<file path="src/design/lmgp_pkg.sv">
// Shared types and constants of the LED meter gradient painter.
// Holds the stop reset colors, the slot-to-pixel order table and run sizes.
// Depends on nothing.
package lmgp_pkg;

	localparam int PIXEL_COUNT = 25;
	localparam int ADDR_W      = 5;
	localparam int LEVEL_W     = 8;
	localparam int STEP_W      = 6;                      // counts 0 .. 2*PIXEL_COUNT-1
	localparam int CHAN_W      = 8;
	localparam int RGB_W       = 3 * CHAN_W;
	localparam int CFG_IDX_W   = 2;

	typedef logic [RGB_W-1:0]  rgb_t;
	typedef logic [CHAN_W-1:0] chan_t;

	// register indexes
	localparam logic [CFG_IDX_W-1:0] REG_STOP_ZERO  = 2'd0;
	localparam logic [CFG_IDX_W-1:0] REG_STOP_ONE   = 2'd1;
	localparam logic [CFG_IDX_W-1:0] REG_STOP_TWO   = 2'd2;
	localparam logic [CFG_IDX_W-1:0] REG_STOP_THREE = 2'd3;

	localparam rgb_t STOP_ZERO_RST  = 24'h000000;
	localparam rgb_t STOP_ONE_RST   = 24'h0069FF;
	localparam rgb_t STOP_TWO_RST   = 24'hD200AA;
	localparam rgb_t STOP_THREE_RST = 24'hFF3C23;

	localparam logic [STEP_W-1:0]  LAST_BLACK_STEP = STEP_W'(PIXEL_COUNT - 1);
	localparam logic [LEVEL_W-1:0] LEVEL_MAX       = LEVEL_W'(PIXEL_COUNT);
	localparam logic [ADDR_W-1:0]  LAST_SLOT       = ADDR_W'(PIXEL_COUNT - 1);

	// gradient segment select
	typedef enum logic [1:0] {
		SEG_LOW  = 2'd0,
		SEG_MID  = 2'd1,
		SEG_HIGH = 2'd2,
		SEG_END  = 2'd3
	} seg_t;

	// scattered order in which slots light up
	function automatic logic [ADDR_W-1:0] slot_to_pixel(input logic [ADDR_W-1:0] slot);
		logic [ADDR_W-1:0] pix;
		case (slot)
			5'd0:    pix = 5'd12;
			5'd1:    pix = 5'd0;
			5'd2:    pix = 5'd24;
			5'd3:    pix = 5'd4;
			5'd4:    pix = 5'd20;
			5'd5:    pix = 5'd7;
			5'd6:    pix = 5'd17;
			5'd7:    pix = 5'd11;
			5'd8:    pix = 5'd13;
			5'd9:    pix = 5'd2;
			5'd10:   pix = 5'd22;
			5'd11:   pix = 5'd6;
			5'd12:   pix = 5'd8;
			5'd13:   pix = 5'd16;
			5'd14:   pix = 5'd18;
			5'd15:   pix = 5'd1;
			5'd16:   pix = 5'd3;
			5'd17:   pix = 5'd5;
			5'd18:   pix = 5'd9;
			5'd19:   pix = 5'd15;
			5'd20:   pix = 5'd19;
			5'd21:   pix = 5'd21;
			5'd22:   pix = 5'd23;
			5'd23:   pix = 5'd10;
			5'd24:   pix = 5'd14;
			default: pix = 5'd0;
		endcase
		return pix;
	endfunction

endpackage

</file>
<file path="src/design/led_meter_gradient_painter.sv">
// Top level of the LED meter gradient painter: run sequencer, slot stage, output register.
// Depends on lmgp_pkg and lmgp_blend.
//
//  channel | direction | handshake            | payload
//  --------+-----------+----------------------+--------------------------------------
//  in      | input     | in_valid / in_stall  | fill_level
//  out     | output    | out_valid / out_stall| pixel_address, pixel_rgb, run_end
//  cfg     | input     | cfg_write            | cfg_index, cfg_data
//
// One input transaction yields 25 + min(fill_level, 25) output transactions, one per
// cycle while out_stall is low. The step counter sets that figure; the next item is
// taken in the cycle its predecessor's last step enters the pipe, so runs follow
// with no gap. Two stages (slot decode, blend into output register) move together
// and freeze while a result waits under out_stall. arst_n clears control state and
// loads the stop reset colors.
module led_meter_gradient_painter
	import lmgp_pkg::*;
(
	input  logic                 clk,
	input  logic                 arst_n,
	input  logic                 in_valid,
	output logic                 in_stall,
	input  logic [LEVEL_W-1:0]   fill_level,
	output logic                 out_valid,
	input  logic                 out_stall,
	output logic [ADDR_W-1:0]    pixel_address,
	output rgb_t                 pixel_rgb,
	output logic                 run_end,
	input  logic                 cfg_write,
	input  logic [CFG_IDX_W-1:0] cfg_index,
	input  rgb_t                 cfg_data
);

	// gradient stops
	rgb_t stop0_q, stop1_q, stop2_q, stop3_q;

	always_ff @(posedge clk or negedge arst_n) begin
		if (!arst_n) begin
			stop0_q <= STOP_ZERO_RST;
			stop1_q <= STOP_ONE_RST;
			stop2_q <= STOP_TWO_RST;
			stop3_q <= STOP_THREE_RST;
		end else if (cfg_write) begin
			case (cfg_index)
				REG_STOP_ZERO:  stop0_q <= cfg_data;
				REG_STOP_ONE:   stop1_q <= cfg_data;
				REG_STOP_TWO:   stop2_q <= cfg_data;
				REG_STOP_THREE: stop3_q <= cfg_data;
				default:        ;
			endcase
		end
	end

	// pipe moves when the output register is empty or being drained
	logic advance;
	assign advance = !out_valid || !out_stall;

	// run sequencer
	logic              busy_q;
	logic [STEP_W-1:0] step_q;
	logic [STEP_W-1:0] final_q;
	logic              gen_fire;
	logic              gen_last;
	logic              in_fire;
	logic [LEVEL_W-1:0] level_sat;

	assign gen_fire  = busy_q && advance;
	assign gen_last  = (step_q == final_q);
	assign in_stall  = busy_q && !(advance && gen_last);
	assign in_fire   = in_valid && !in_stall;
	assign level_sat = (fill_level > LEVEL_MAX) ? LEVEL_MAX : fill_level;

	always_ff @(posedge clk or negedge arst_n) begin
		if (!arst_n) begin
			busy_q  <= 1'b0;
			step_q  <= '0;
			final_q <= '0;
		end else if (in_fire) begin
			busy_q  <= 1'b1;
			step_q  <= '0;
			final_q <= LAST_BLACK_STEP + level_sat[STEP_W-1:0];
		end else if (gen_fire) begin
			if (gen_last)
				busy_q <= 1'b0;
			step_q <= step_q + 6'd1;
		end
	end

	// slot decode: black phase uses a zero stop pair, slots pick segment and mix
	logic              is_slot;
	logic [ADDR_W-1:0] slot;
	logic [12:0]       slot_x255;
	logic [9:0]        pos;
	seg_t              seg;
	chan_t             mix_d;
	rgb_t              a_d, b_d;
	logic [ADDR_W-1:0] addr_d;

	assign is_slot   = (step_q > LAST_BLACK_STEP);
	assign slot      = 5'(step_q - STEP_W'(PIXEL_COUNT));
	assign slot_x255 = {slot, 8'd0} - 13'(slot);
	assign pos       = slot_x255[12:3];               // floor(s*765/24) = floor(s*255/8)

	always_comb begin
		if (slot == LAST_SLOT) begin
			seg   = SEG_END;
			mix_d = '0;
		end else if (pos >= 10'd510) begin
			seg   = SEG_HIGH;
			mix_d = 8'(pos - 10'd510);
		end else if (pos >= 10'd255) begin
			seg   = SEG_MID;
			mix_d = 8'(pos - 10'd255);
		end else begin
			seg   = SEG_LOW;
			mix_d = pos[7:0];
		end
	end

	always_comb begin
		case (seg)
			SEG_LOW:  begin a_d = stop0_q; b_d = stop1_q; end
			SEG_MID:  begin a_d = stop1_q; b_d = stop2_q; end
			SEG_HIGH: begin a_d = stop2_q; b_d = stop3_q; end
			SEG_END:  begin a_d = stop3_q; b_d = stop3_q; end
			default:  begin a_d = stop3_q; b_d = stop3_q; end
		endcase
	end

	assign addr_d = is_slot ? slot_to_pixel(slot) : step_q[ADDR_W-1:0];

	// stage 1
	logic              valid_s1;
	logic              last_s1;
	logic [ADDR_W-1:0] addr_s1;
	chan_t             mix_s1;
	rgb_t              a_s1, b_s1;

	always_ff @(posedge clk or negedge arst_n) begin
		if (!arst_n)
			valid_s1 <= 1'b0;
		else if (advance)
			valid_s1 <= gen_fire;
	end

	always_ff @(posedge clk) begin
		if (advance) begin
			last_s1 <= gen_last;
			addr_s1 <= addr_d;
			mix_s1  <= is_slot ? mix_d : '0;
			a_s1    <= is_slot ? a_d : '0;
			b_s1    <= is_slot ? b_d : '0;
		end
	end

	// stage 2: blend into the output register
	rgb_t blend_rgb;

	lmgp_blend u_blend (
		.stop_a (a_s1),
		.stop_b (b_s1),
		.mix    (mix_s1),
		.rgb    (blend_rgb)
	);

	logic              out_valid_q;
	logic [ADDR_W-1:0] addr_q;
	rgb_t              rgb_q;
	logic              last_q;

	always_ff @(posedge clk or negedge arst_n) begin
		if (!arst_n)
			out_valid_q <= 1'b0;
		else if (advance)
			out_valid_q <= valid_s1;
	end

	always_ff @(posedge clk) begin
		if (advance) begin
			addr_q <= addr_s1;
			rgb_q  <= blend_rgb;
			last_q <= last_s1;
		end
	end

	assign out_valid     = out_valid_q;
	assign pixel_address = addr_q;
	assign pixel_rgb     = rgb_q;
	assign run_end       = last_q;

endmodule

</file>
<file path="src/design/lmgp_blend.sv">
// Blends two gradient stops per channel: (a*(255-mix) + b*mix) / 255, floored.
// Pure combinational; three channel lanes side by side.
// Depends on lmgp_pkg.
module lmgp_blend
	import lmgp_pkg::*;
(
	input  rgb_t  stop_a,
	input  rgb_t  stop_b,
	input  chan_t mix,
	output rgb_t  rgb
);

	chan_t inv_mix;
	assign inv_mix = 8'd255 - mix;

	for (genvar c = 0; c < 3; c++) begin : g_chan
		logic [15:0] prod_a;
		logic [15:0] prod_b;
		logic [16:0] sum;
		logic [16:0] adj;

		assign prod_a = 16'(stop_a[c*CHAN_W +: CHAN_W]) * 16'(inv_mix);
		assign prod_b = 16'(stop_b[c*CHAN_W +: CHAN_W]) * 16'(mix);
		assign sum    = 17'(prod_a) + 17'(prod_b);
		// floor(v/255) for v < 2^16: (v + (v>>8) + 1) >> 8
		assign adj    = sum + 17'(sum[16:8]) + 17'd1;
		assign rgb[c*CHAN_W +: CHAN_W] = adj[15:8];
	end

endmodule
</file>
<file path="config.mk">
export PLATFORM = sky130hd
export DESIGN_NAME = led_meter_gradient_painter
export DESIGN_NICKNAME = d
export VERILOG_FILES = /design/src/design/lmgp_pkg.sv /design/src/design/led_meter_gradient_painter.sv /design/src/design/lmgp_blend.sv
export SDC_FILE = /design/constraint.sdc
export NUM_CORES = 1
export LEC_CHECK = 0
export BUFFER_PORTS_ARGS = -buffer_cell sky130_fd_sc_hd__clkbuf_2
export CAP_MARGIN = 5
export CELL_PAD_IN_SITES_DETAIL_PLACEMENT = 1
export CELL_PAD_IN_SITES_GLOBAL_PLACEMENT = 2
export CORE_AREA = 3 3 241 243
export DETAILED_ROUTE_END_ITERATION = 6
export DIE_AREA = 0 0 244 246
export PLACE_DENSITY = 0.8
export SLEW_MARGIN = 20
export SYNTH_ARGS = -nofsm -noshare
export SYNTH_HDL_FRONTEND = slang
export SYNTH_SLANG_ARGS = --single-unit
</file>
<file path="constraint.sdc">
create_clock -name clk -period 9.67 [get_ports clk]
set_input_delay 0.967 -clock clk [delete_from_list [all_inputs] [get_ports clk]]
set_output_delay 0.967 -clock clk [all_outputs]
set_load 0.005 [all_outputs]
</file>
# Word level (Yosys, flattened, before mapping)
# Memory sizes are Yosys's and may differ from the RTL's.
# Index checks and enable logic that the tools add are counted.
[word_totals] regBits=203 rom_bits=160 inputBits=39 out_inout_bits=32 elab_cells=87 n_memories=1
[classes] addsub=16 mul=6 magnitude_cmp=4 n_eq_ne=8 muxes=14 n_bitwise=1 n_reduce_logical=20
[mem_list] name="(name not given)" words=32 width=5 read_ports=1 rd_ports_with_merged_regs=0 write_ports=0 line_no="lmgp_pkg.sv:43" rtl="case (slot)"
[op_table] op="multiplier 8 x 8 -> 16 bit" count=6
[op_table] op="case mux 24 bit (4 select lines)" count=1
[op_table] op="case mux 24 bit (3 select lines)" count=1
[op_table] op="adder 16 x 16 -> 17 bit" count=3
[op_table] op="adder 16 x 1 -> 16 bit, second input constant" count=3
[op_table] op="adder 16 x 9 -> 16 bit" count=3
[op_table] op="two-way mux 6 bit" count=3
[op_table] op="two-way mux 8 bit" count=2
[op_table] op="subtractor 8 bit, second input constant" count=2
[op_table] op="subtractor 13 x 5 -> 13 bit" count=1
[op_table] op="greater-or-equal comparator 10 x 8 -> 1 bit, second input constant" count=1
[op_table] op="greater-or-equal comparator 10 x 9 -> 1 bit, second input constant" count=1
[op_table] op="AND reduction 2 bit" count=5
[op_table] op="== test 2 bit, second input constant" count=4
[op_table] op="> comparator 8 x 5 -> 1 bit, second input constant" count=1
[op_table] op="subtractor 8 bit, first input constant" count=1
[op_table] op="adder 5 x 6 -> 6 bit, first input constant" count=1
[op_table] op="adder 6 x 1 -> 6 bit, second input constant" count=1
[op_table] op="== test 6 bit" count=1
[op_table] op="> comparator 6 x 5 -> 1 bit, second input constant" count=1
[op_table] op="== test 5 bit, second input constant" count=1
[op_table] op="two-way mux 5 bit" count=1
[op_table] op="subtractor 5 bit, second input constant" count=1
[op_table] op="== test 2 x 1 -> 1 bit, second input constant" count=2
[op_table] op="9 further kinds" count=22

# Logic depth before layout (Yosys ltp)
# Gate-level depths: netlist of the first run.
[depth] word_depth=9 depth_mapped=31 depth_no_buf=28

# By module
# A second synthesis of the first run with hierarchy kept.
[unflattened] cells_unflattened=2446 area_unflattened_um2=24652.4
[modules_own_cells] mod="lmgp_blend" n_inst=1 cells_per_inst=1708 area_each_um2=15038.2 seq_area_each_um2=0.0
[modules_own_cells] mod="led_meter_gradient_painter" n_inst=1 cells_per_inst=738 area_each_um2=9614.2 seq_area_each_um2=5584.1

# Least setup slack after synthesis of the first run
# No wires, ideal clock.
[synth_path] path_kind="flip-flop to flip-flop" from="register mix_s1[7]" to="register rgb_q[7] (netlist: pixel_rgb[7]) (data pin)" setup_time_ns=0.264 t_arrival_ns=7.202 required_ns=9.406 path_slack_ns=2.204 stages_incl_launch_ff=27 path_buffers=2 period_less_slack_ns=7.466 path_cell_list="edfxtp_1 clkbuf_1 clkbuf_1 nand2_1 fa_1 fa_1 inv_1 fa_1 fa_1 fa_1 inv_1 fa_1 inv_1 ha_1 a2111oi_0 o21ai_1 nand2_1 o21ai_0 xor2_1 ha_1 a2111o_1 a211o_1 o221ai_1 o31ai_1 a21oi_2 and3b_1 xor2_1"
[synth_via] elab_chain_cells=5 elab_cells_between_ends=6 cone_classes="add/sub: 4; mul: 2"
[synth_lines] element="start, declared" line_no="led_meter_gradient_painter.sv:136" rtl="chan_t mix_s1;"
[synth_lines] element="start signal, assigned" line_no="led_meter_gradient_painter.sv:150" rtl="mix_s1 <= is_slot ? mix_d : '0;"
[synth_lines] element="subtractor 8 bit" line_no="lmgp_blend.sv:14" rtl="assign inv_mix = 8'd255 - mix;"
[synth_lines] element="multiplier 8 x 8 -> 16 bit" line_no="lmgp_blend.sv:22" rtl="assign prod_a = 16'(stop_a[c*CHAN_W +: CHAN_W]) * 16'(inv_mix);"
[synth_lines] element="adder 16 x 16 -> 17 bit *" line_no="lmgp_blend.sv:24" rtl="assign sum = 17'(prod_a) + 17'(prod_b);"
[synth_lines] element="adder 16 x 9 -> 16 bit *" line_no="lmgp_blend.sv:26" rtl="assign adj = sum + 17'(sum[16:8]) + 17'd1;"
[synth_lines] element="adder 16 x 1 -> 16 bit *" line_no="lmgp_blend.sv:26"
[synth_lines] element="via blend_rgb[7]" line_no="led_meter_gradient_painter.sv:157" rtl="rgb_t blend_rgb;"
[synth_lines] element="end signal, assigned" line_no="led_meter_gradient_painter.sv:181" rtl="rgb_q <= blend_rgb;"
[synth_lines] element="end, declared" line_no="led_meter_gradient_painter.sv:168" rtl="rgb_t rgb_q;"
# Mark *: on every way through the listed nets, which the timed path passes. The rest lies on a longest branch.
# A chain may end at the register's enable or synchronous reset.

# Worst setup path in the final report of the first run
[layout_path] from="register mix_s1[4]" to="register rgb_q[12] (netlist: pixel_rgb[12]) (data pin)"
# The elaborated chain is that of the path after synthesis.

==> results of run 1 <==
## through the flow
step,std cells,setup slack [ps]
floorplan,2435,2200
global placement,3188,1320
detailed placement,3188,1090
CTS,3234,1010
global route,3236,583
finish,3236,1090
## sequential cells by signal, indices dropped and copies added, names as in the netlist, 5 cells and up
register,cells
a_s1,24
mix_s1,8
stop3_q,24
pixel_address,5
stop0_q,24
stop1_q,24
final_q,6
addr_s1,5
b_s1,24
step_q,6
stop2_q,24
pixel_rgb,24
## layout make-up
| cell class | count | area share (%) |
|---|---|---|
| multi-input cells | 1697 | 63.3 |
| flip-flops and latches | 203 | 21.4 |
| inverters | 441 | 6.36 |
| well taps | 756 | 3.63 |
| clock buffers | 38 | 2.94 |
| repair buffers | 92 | 2.06 |
| clock inverters | 8 | 0.298 |
| diodes | 1 | 0.00960 |
## Yosys cell counts, types with 6 or more instances
cell type,instances
inv_1,439
fa_1,291
ha_1,225
nand2_1,155
and2_1,148
nor2b_1,117
nand2b_1,99
mux2_2,98
edfxtp_1,92
a21oi_1,88
dfrtp_1,76
clkbuf_1,69
nor2_1,60
o21ai_0,58
xnor2_1,51
dfstp_2,35
a22oi_1,25
xor2_1,25
nor3_1,22
a221oi_1,18
nand3_1,18
a21o_1,15
a31oi_1,13
buf_2,12
o21a_1,12
a221oi_2,10
o211ai_1,9
o21ai_1,9
nand4_1,8
a211oi_1,7
and3_1,7
mux2i_1,7
nand3b_1,7
o31ai_1,7
buf_4,6
o21bai_1,6
## how the worst max path moves through the flow
| stage | from | end | slack, ps | depth (start not counted) |
|---|---|---|---|---|
| floorplan | mix_s1[7] | pixel_rgb[7] | 2200 | 26 |
| global placement | mix_s1[1] | pixel_rgb[7] | 1320 | 25 |
| detailed placement | mix_s1[1] | pixel_rgb[7] | 1090 | 25 |
| CTS | mix_s1[1] | pixel_rgb[7] | 1010 | 25 |
| global route | mix_s1[4] | pixel_rgb[12] | 580 | 27 |
| finish | mix_s1[4] | pixel_rgb[12] | 1090 | 27 |
## critical path, cell delays in order (launching register included)
cell and delay [ps]:
edfxtp_1 1040, buf_4 350, buf_4 200, nor2b_1 80, fa_1 530, inv_1 50, fa_1 450, fa_1 520
inv_1 70, fa_1 490, fa_1 490, inv_1 50, fa_1 470, inv_1 40, ha_1 350, and2_1 210
a221oi_1 450, nand2_1 100, a21o_1 210, xor2_1 410, ha_1 320, a21oi_1 120, nor2b_1 60, o22a_1 210
maj3_1 390, nand3_1 230, nor2_1 90, a311o_1 320
## per-layer routing
metal	vias up	global-route usage, %
met3	54	2.21
li1	7929	-
met1	8785	29.5
met4	0	3.14
met5	-	0
met2	252	35.6
## cell families (layout without fill, tap and decap cells)
logic type | after synthesis | after routing | synth area share, %
xor gates and xnor gates | 77 | 77 | 2.86
other | 1 | 4 | 0.0156
DFF | 203 | 203 | 23.2
buffers and inverters | 535 | 579 | 8.62
AOI/OAI and AO/OA | 328 | 328 | 9.39
adders and majority gates | 518 | 518 | 35.9
muxes | 105 | 105 | 4.87
and+or+nand+nor | 666 | 666 | 15.1
==> reports/results.ini, run 1 <==
[status]
outcome=completed

[finish]
drive_above_1_share_pct=12.2
most-common-layout-cells=inv_1 (439), fa_1 (291), ha_1 (225), nand2_1 (154), and2_1 (148)
regArea_sq_mm=0.00558
final_common_cell=inv_1
final_util_pct=46.4
multiInputGateArea_sq_mm=0.0165
nets=3015
syn_to_final_growth_pct=8.14
finalInstanceArea_sq_mm=0.0261
fill_cells=6350

[detailed_routing]
drt_iter0_drc=684
drt-met1-wl_mm=29.1
drtPass1Iterations=5
highest_layer=met4
vias=17000
vias_per_cell=5.26
remaining_drc_errors=0
wl_per_cell_um=18.9
wl_met2_mm=29.2
wirelength_mm=61.2
antenna_left=0
met3_length_mm=2.14

[global_routing]
grt_pass1_vias=19100
grt_usage_pct=20.9
grt_pass1_wl_mm=102
grt_start_max_net_pins=80
gr-total-overflow=0
antenna_found_initial=1

[die]
rows=87
initial_core_util_pct=42.9
die_x_um=244
die_area_sq_mm=0.0600
core_area_sq_mm=0.0562
ios=71
die_h_um=246

[cts]
clkSlewWorstSetupHoldPaths_ps=80
cts.sinks=203
clk-insertion-delay-late_ps=560
cts-root-buf=clkbuf_16
clockBufferDepth=3
cts_resized=0
ctsHoldBuffers=0
cts_setup_buffers=0
numCtsBuffers=25
htreeDepth=1
cts_tree=yes

[placement]
place_area_sq_mm=0.0252
dp_hpwl_mm=46.9
io_buffers=70
place.gp.congestion=0.809

[yosys]
syn_area_per_cell_sq_um=9.91
netlist_instances=2433
netlist.area_leader.share_pct=24.2
yosys-top-cells-area=fa_1 (24%), ha_1 (12%), edfxtp_1 (11%), dfrtp_1 (7.9%), inv_1 (6.8%)
seq_area_frac_synth_pct=23.2
yosysTopAreaCell=fa_1
ys.flop_type=edfxtp_1
synth_edf_count=92
ys_ff_latch=203
yosysWarnings=0
synthesis.area_sq_mm=0.0241
synthDistinctLibCells=84
synth_async_sr_flop_share_pct=54.7

[sta]
setup_tns_ps=0
tightestPinTransition_ps=1040
slew_headroom_pct=30.5
fmax_ghz=0.117
whs_ps=353
setup_violations=0
finalClockSkew_ps=19.5
fin_crit_ps=8580
drv_slew=0
fin_crit_sh_pct=88.7
timing.final.hold_violations=0
rsz0062_at_grt=no

[flow_run]
cap_violations=0

[worst_setup_path]
path_max_fanout=25
setup.worst_path.end_class=flop
critPathRequiredTime_ps=9970
cp.arrival_ps=8880
rrSetupSlack_ps=1090
start_kind=flop
path_class=reg -> reg
r2r-start=mix_s1[4]
rr_endpoint=pixel_rgb[12]
ff2ff_path_depth=27

[worst_hold_path]
hold_class=in -> async

Power of run 1 is left out: the tool's default activity adds up to more than one toggle a clock period on the data nets, which glitch-free logic cannot reach.
==> run 2, diff against run 1 <==
CORE_AREA = 3 3 253 255   (was 3 3 241 243)
DIE_AREA = 0 0 256 258   (was 0 0 244 246)
PLACE_DENSITY = 0.76   (was 0.8)
clock period = 7.15 ns   (was 9.67 ns; I/O delays follow)
==> reports/results.ini, run 2 (same netlist as run 1, synthesis figures left out) <==
[placement]
placedCellCount=3450  ; +8.2%
place.gp.congestion=0.835  ; +3.2%
place_area_sq_mm=0.0268  ; +6.3%
dp_hpwl_mm=51.5  ; +9.9%
io_buffers=70  ; unchanged

[detailed_routing]
drtPass1Iterations=5  ; unchanged
remaining_drc_errors=0  ; unchanged
antenna_left=0  ; unchanged
wirelength_mm=66.6  ; +8.8%
drt_iter0_drc=740  ; +8.2%
vias_per_cell=5.07  ; -3.6%
vias=17900  ; +4.9%
wl_per_cell_um=18.9  ; about the same

[die]
core_area_sq_mm=0.0618  ; +10%
ios=71  ; unchanged
rows=91  ; +4.6%
die_area_sq_mm=0.0660  ; +10%
initial_core_util_pct=39.0  ; -3.9 points
die_x_um=256  ; +4.9%
die_h_um=258  ; +4.9%

[cts]
ctsHoldBuffers=0  ; unchanged
clkSlewWorstSetupHoldPaths_ps=60  ; -20 ps
clk-insertion-delay-late_ps=570  ; about the same
htreeDepth=1  ; unchanged
clockBufferDepth=3  ; unchanged
numCtsBuffers=25  ; unchanged
cts_tree=yes
cts.sinks=203  ; unchanged
cts-root-buf=clkbuf_16

[finish]
final_common_cell=inv_1
finalInstanceArea_sq_mm=0.0284  ; +9.0%
syn_to_final_growth_pct=17.9
final_util_pct=45.9  ; -0.46 points
fin_cells=3521  ; +8.8%
drive_above_1_share_pct=22.5  ; +10 points
insertedDiodeCount=0  ; -1
fill_cells=6934  ; +9.2%
most-common-layout-cells=inv_1 (431), fa_1 (285), ha_1 (214), buf_4 (210), nand2_1 (153)
nets=3221  ; +6.8%

[flow_run]
cap_violations=0  ; unchanged

[worst_setup_path]
rrSetupSlack_ps=-130  ; -1220 ps
critPathBufInv=8  ; +2
path_class=reg -> reg
start_kind=flop
path_common_cell=fa_1
r2r-start=mix_s1[3]
critPathRequiredTime_ps=7450  ; -2520 ps
cp.arrival_ps=7580  ; -1300 ps
setup.worst_path.end_class=flop
path_max_fanout=11  ; -56%
slowest_stage=fa_1
critPathMaxStageDelay_ps=540  ; -500 ps
crit_family=adder cells
rr_endpoint=pixel_rgb[20]
ff2ff_path_depth=30  ; +11%

[sta]
slew_headroom_pct=36.5  ; +6.0 points
finalClockSkew_ps=34.8  ; +15.2 ps
rsz0062_at_grt=yes
timing.final.hold_violations=0  ; unchanged
fin_crit_sh_pct=102  ; +13 points
drv_slew=0  ; unchanged
setup_ws_ps=-131  ; -1220 ps
fin_crit_ps=7280  ; -1300 ps
fmax_ghz=0.137  ; +18%
tightestPinTransition_ps=952  ; -90.4 ps
setup_violations=13  ; +13

[worst_hold_path]
hold_class=in -> async

[global_routing]
grt_pass1_wl_mm=108  ; +5.8%
grt_usage_pct=20.1  ; -0.79 points
gr-total-overflow=0  ; unchanged
grt_start_max_net_pins=84  ; +5.0%
antenna_found_initial=1  ; unchanged
grt_pass1_vias=19800  ; +3.5%

[status]
outcome=finished, violations left
violations=negative setup slack

-- run 2: cell types whose count changed in the layout (fill, tap and decap cells not counted), sizes merged --
cell	change
clkinv	+2
diode	-1
buf	+203
clkbuf	-5
clkinvlp	+5
-- run 2: worst max path at each step --
stage | start | endpoint | slack [ps] | depth (start not counted)
2_1_floorplan | mix_s1[4] | pixel_rgb[7] | -9 | 27
3_3_place_gp | mix_s1[1] | pixel_rgb[16] | -190 | 28
3_5_place_dp | mix_s1[1] | pixel_rgb[13] | -350 | 26
4_1_cts | mix_s1[1] | pixel_rgb[4] | -90 | 26
5_1_grt | mix_s1[3] | pixel_rgb[3] | -430 | 28
6_report | mix_s1[3] | pixel_rgb[20] | -130 | 30
-- run 2: per-stage QoR --
stage | TNS (ps) | worst slack [ps] | hold slack, ps
6_report | -951 | -131 | 91.2
5_1_grt | -7440 | -434 | 102
4_1_cts | -751 | -86.2 | 76.5
3_5_place_dp | -5840 | -350 | 406
3_3_place_gp | -1150 | -187 | 405
2_1_floorplan | -9.37 | -9.37 | 400
-- run 2: worst register-to-register path, delay by kind of cell (launching register included) --
kind	cells	cell delay (ps)
adders and majority gates	9	3820
and+or+nand+nor	6	1020
buffers and inverters	8	900
AOI/OAI and AO/OA	7	850
DFF	1	450
-- run 2: area by class of cell --
class	count	area (sq um)	area share (%)
multi-input cells	1697	17100	60.1
flip-flops and latches	203	5580	19.7
clock buffers	30	654	2.30
inverters	441	1660	5.84
well taps	837	1050	3.69
repair buffers	298	2270	7.99
clock inverters	15	124	0.436
-- run 2: routing by layer --
metal | track usage (%) | up-vias | part of all wire (%)
met1 | 27.9 | 9196 | 46
met3 | 1.86 | 72 | 3.0
met4 | 3.77 | 2 | 1.8
met2 | 34.7 | 249 | 49
met5 | 0 | - | 0.020
li1 | - | 8340 | -
-- run 2: repair_timing --
action                                  in CTS  in global routing
gates resized for setup                     58                 66
pin swaps                                   20                 30
gates cloned                                 0                  3
endpoints found under the hold margin        0                  0
setup buffers                               10                 13
endpoints found under the setup margin      23                 24
Power of run 2 is left out for the same reason.
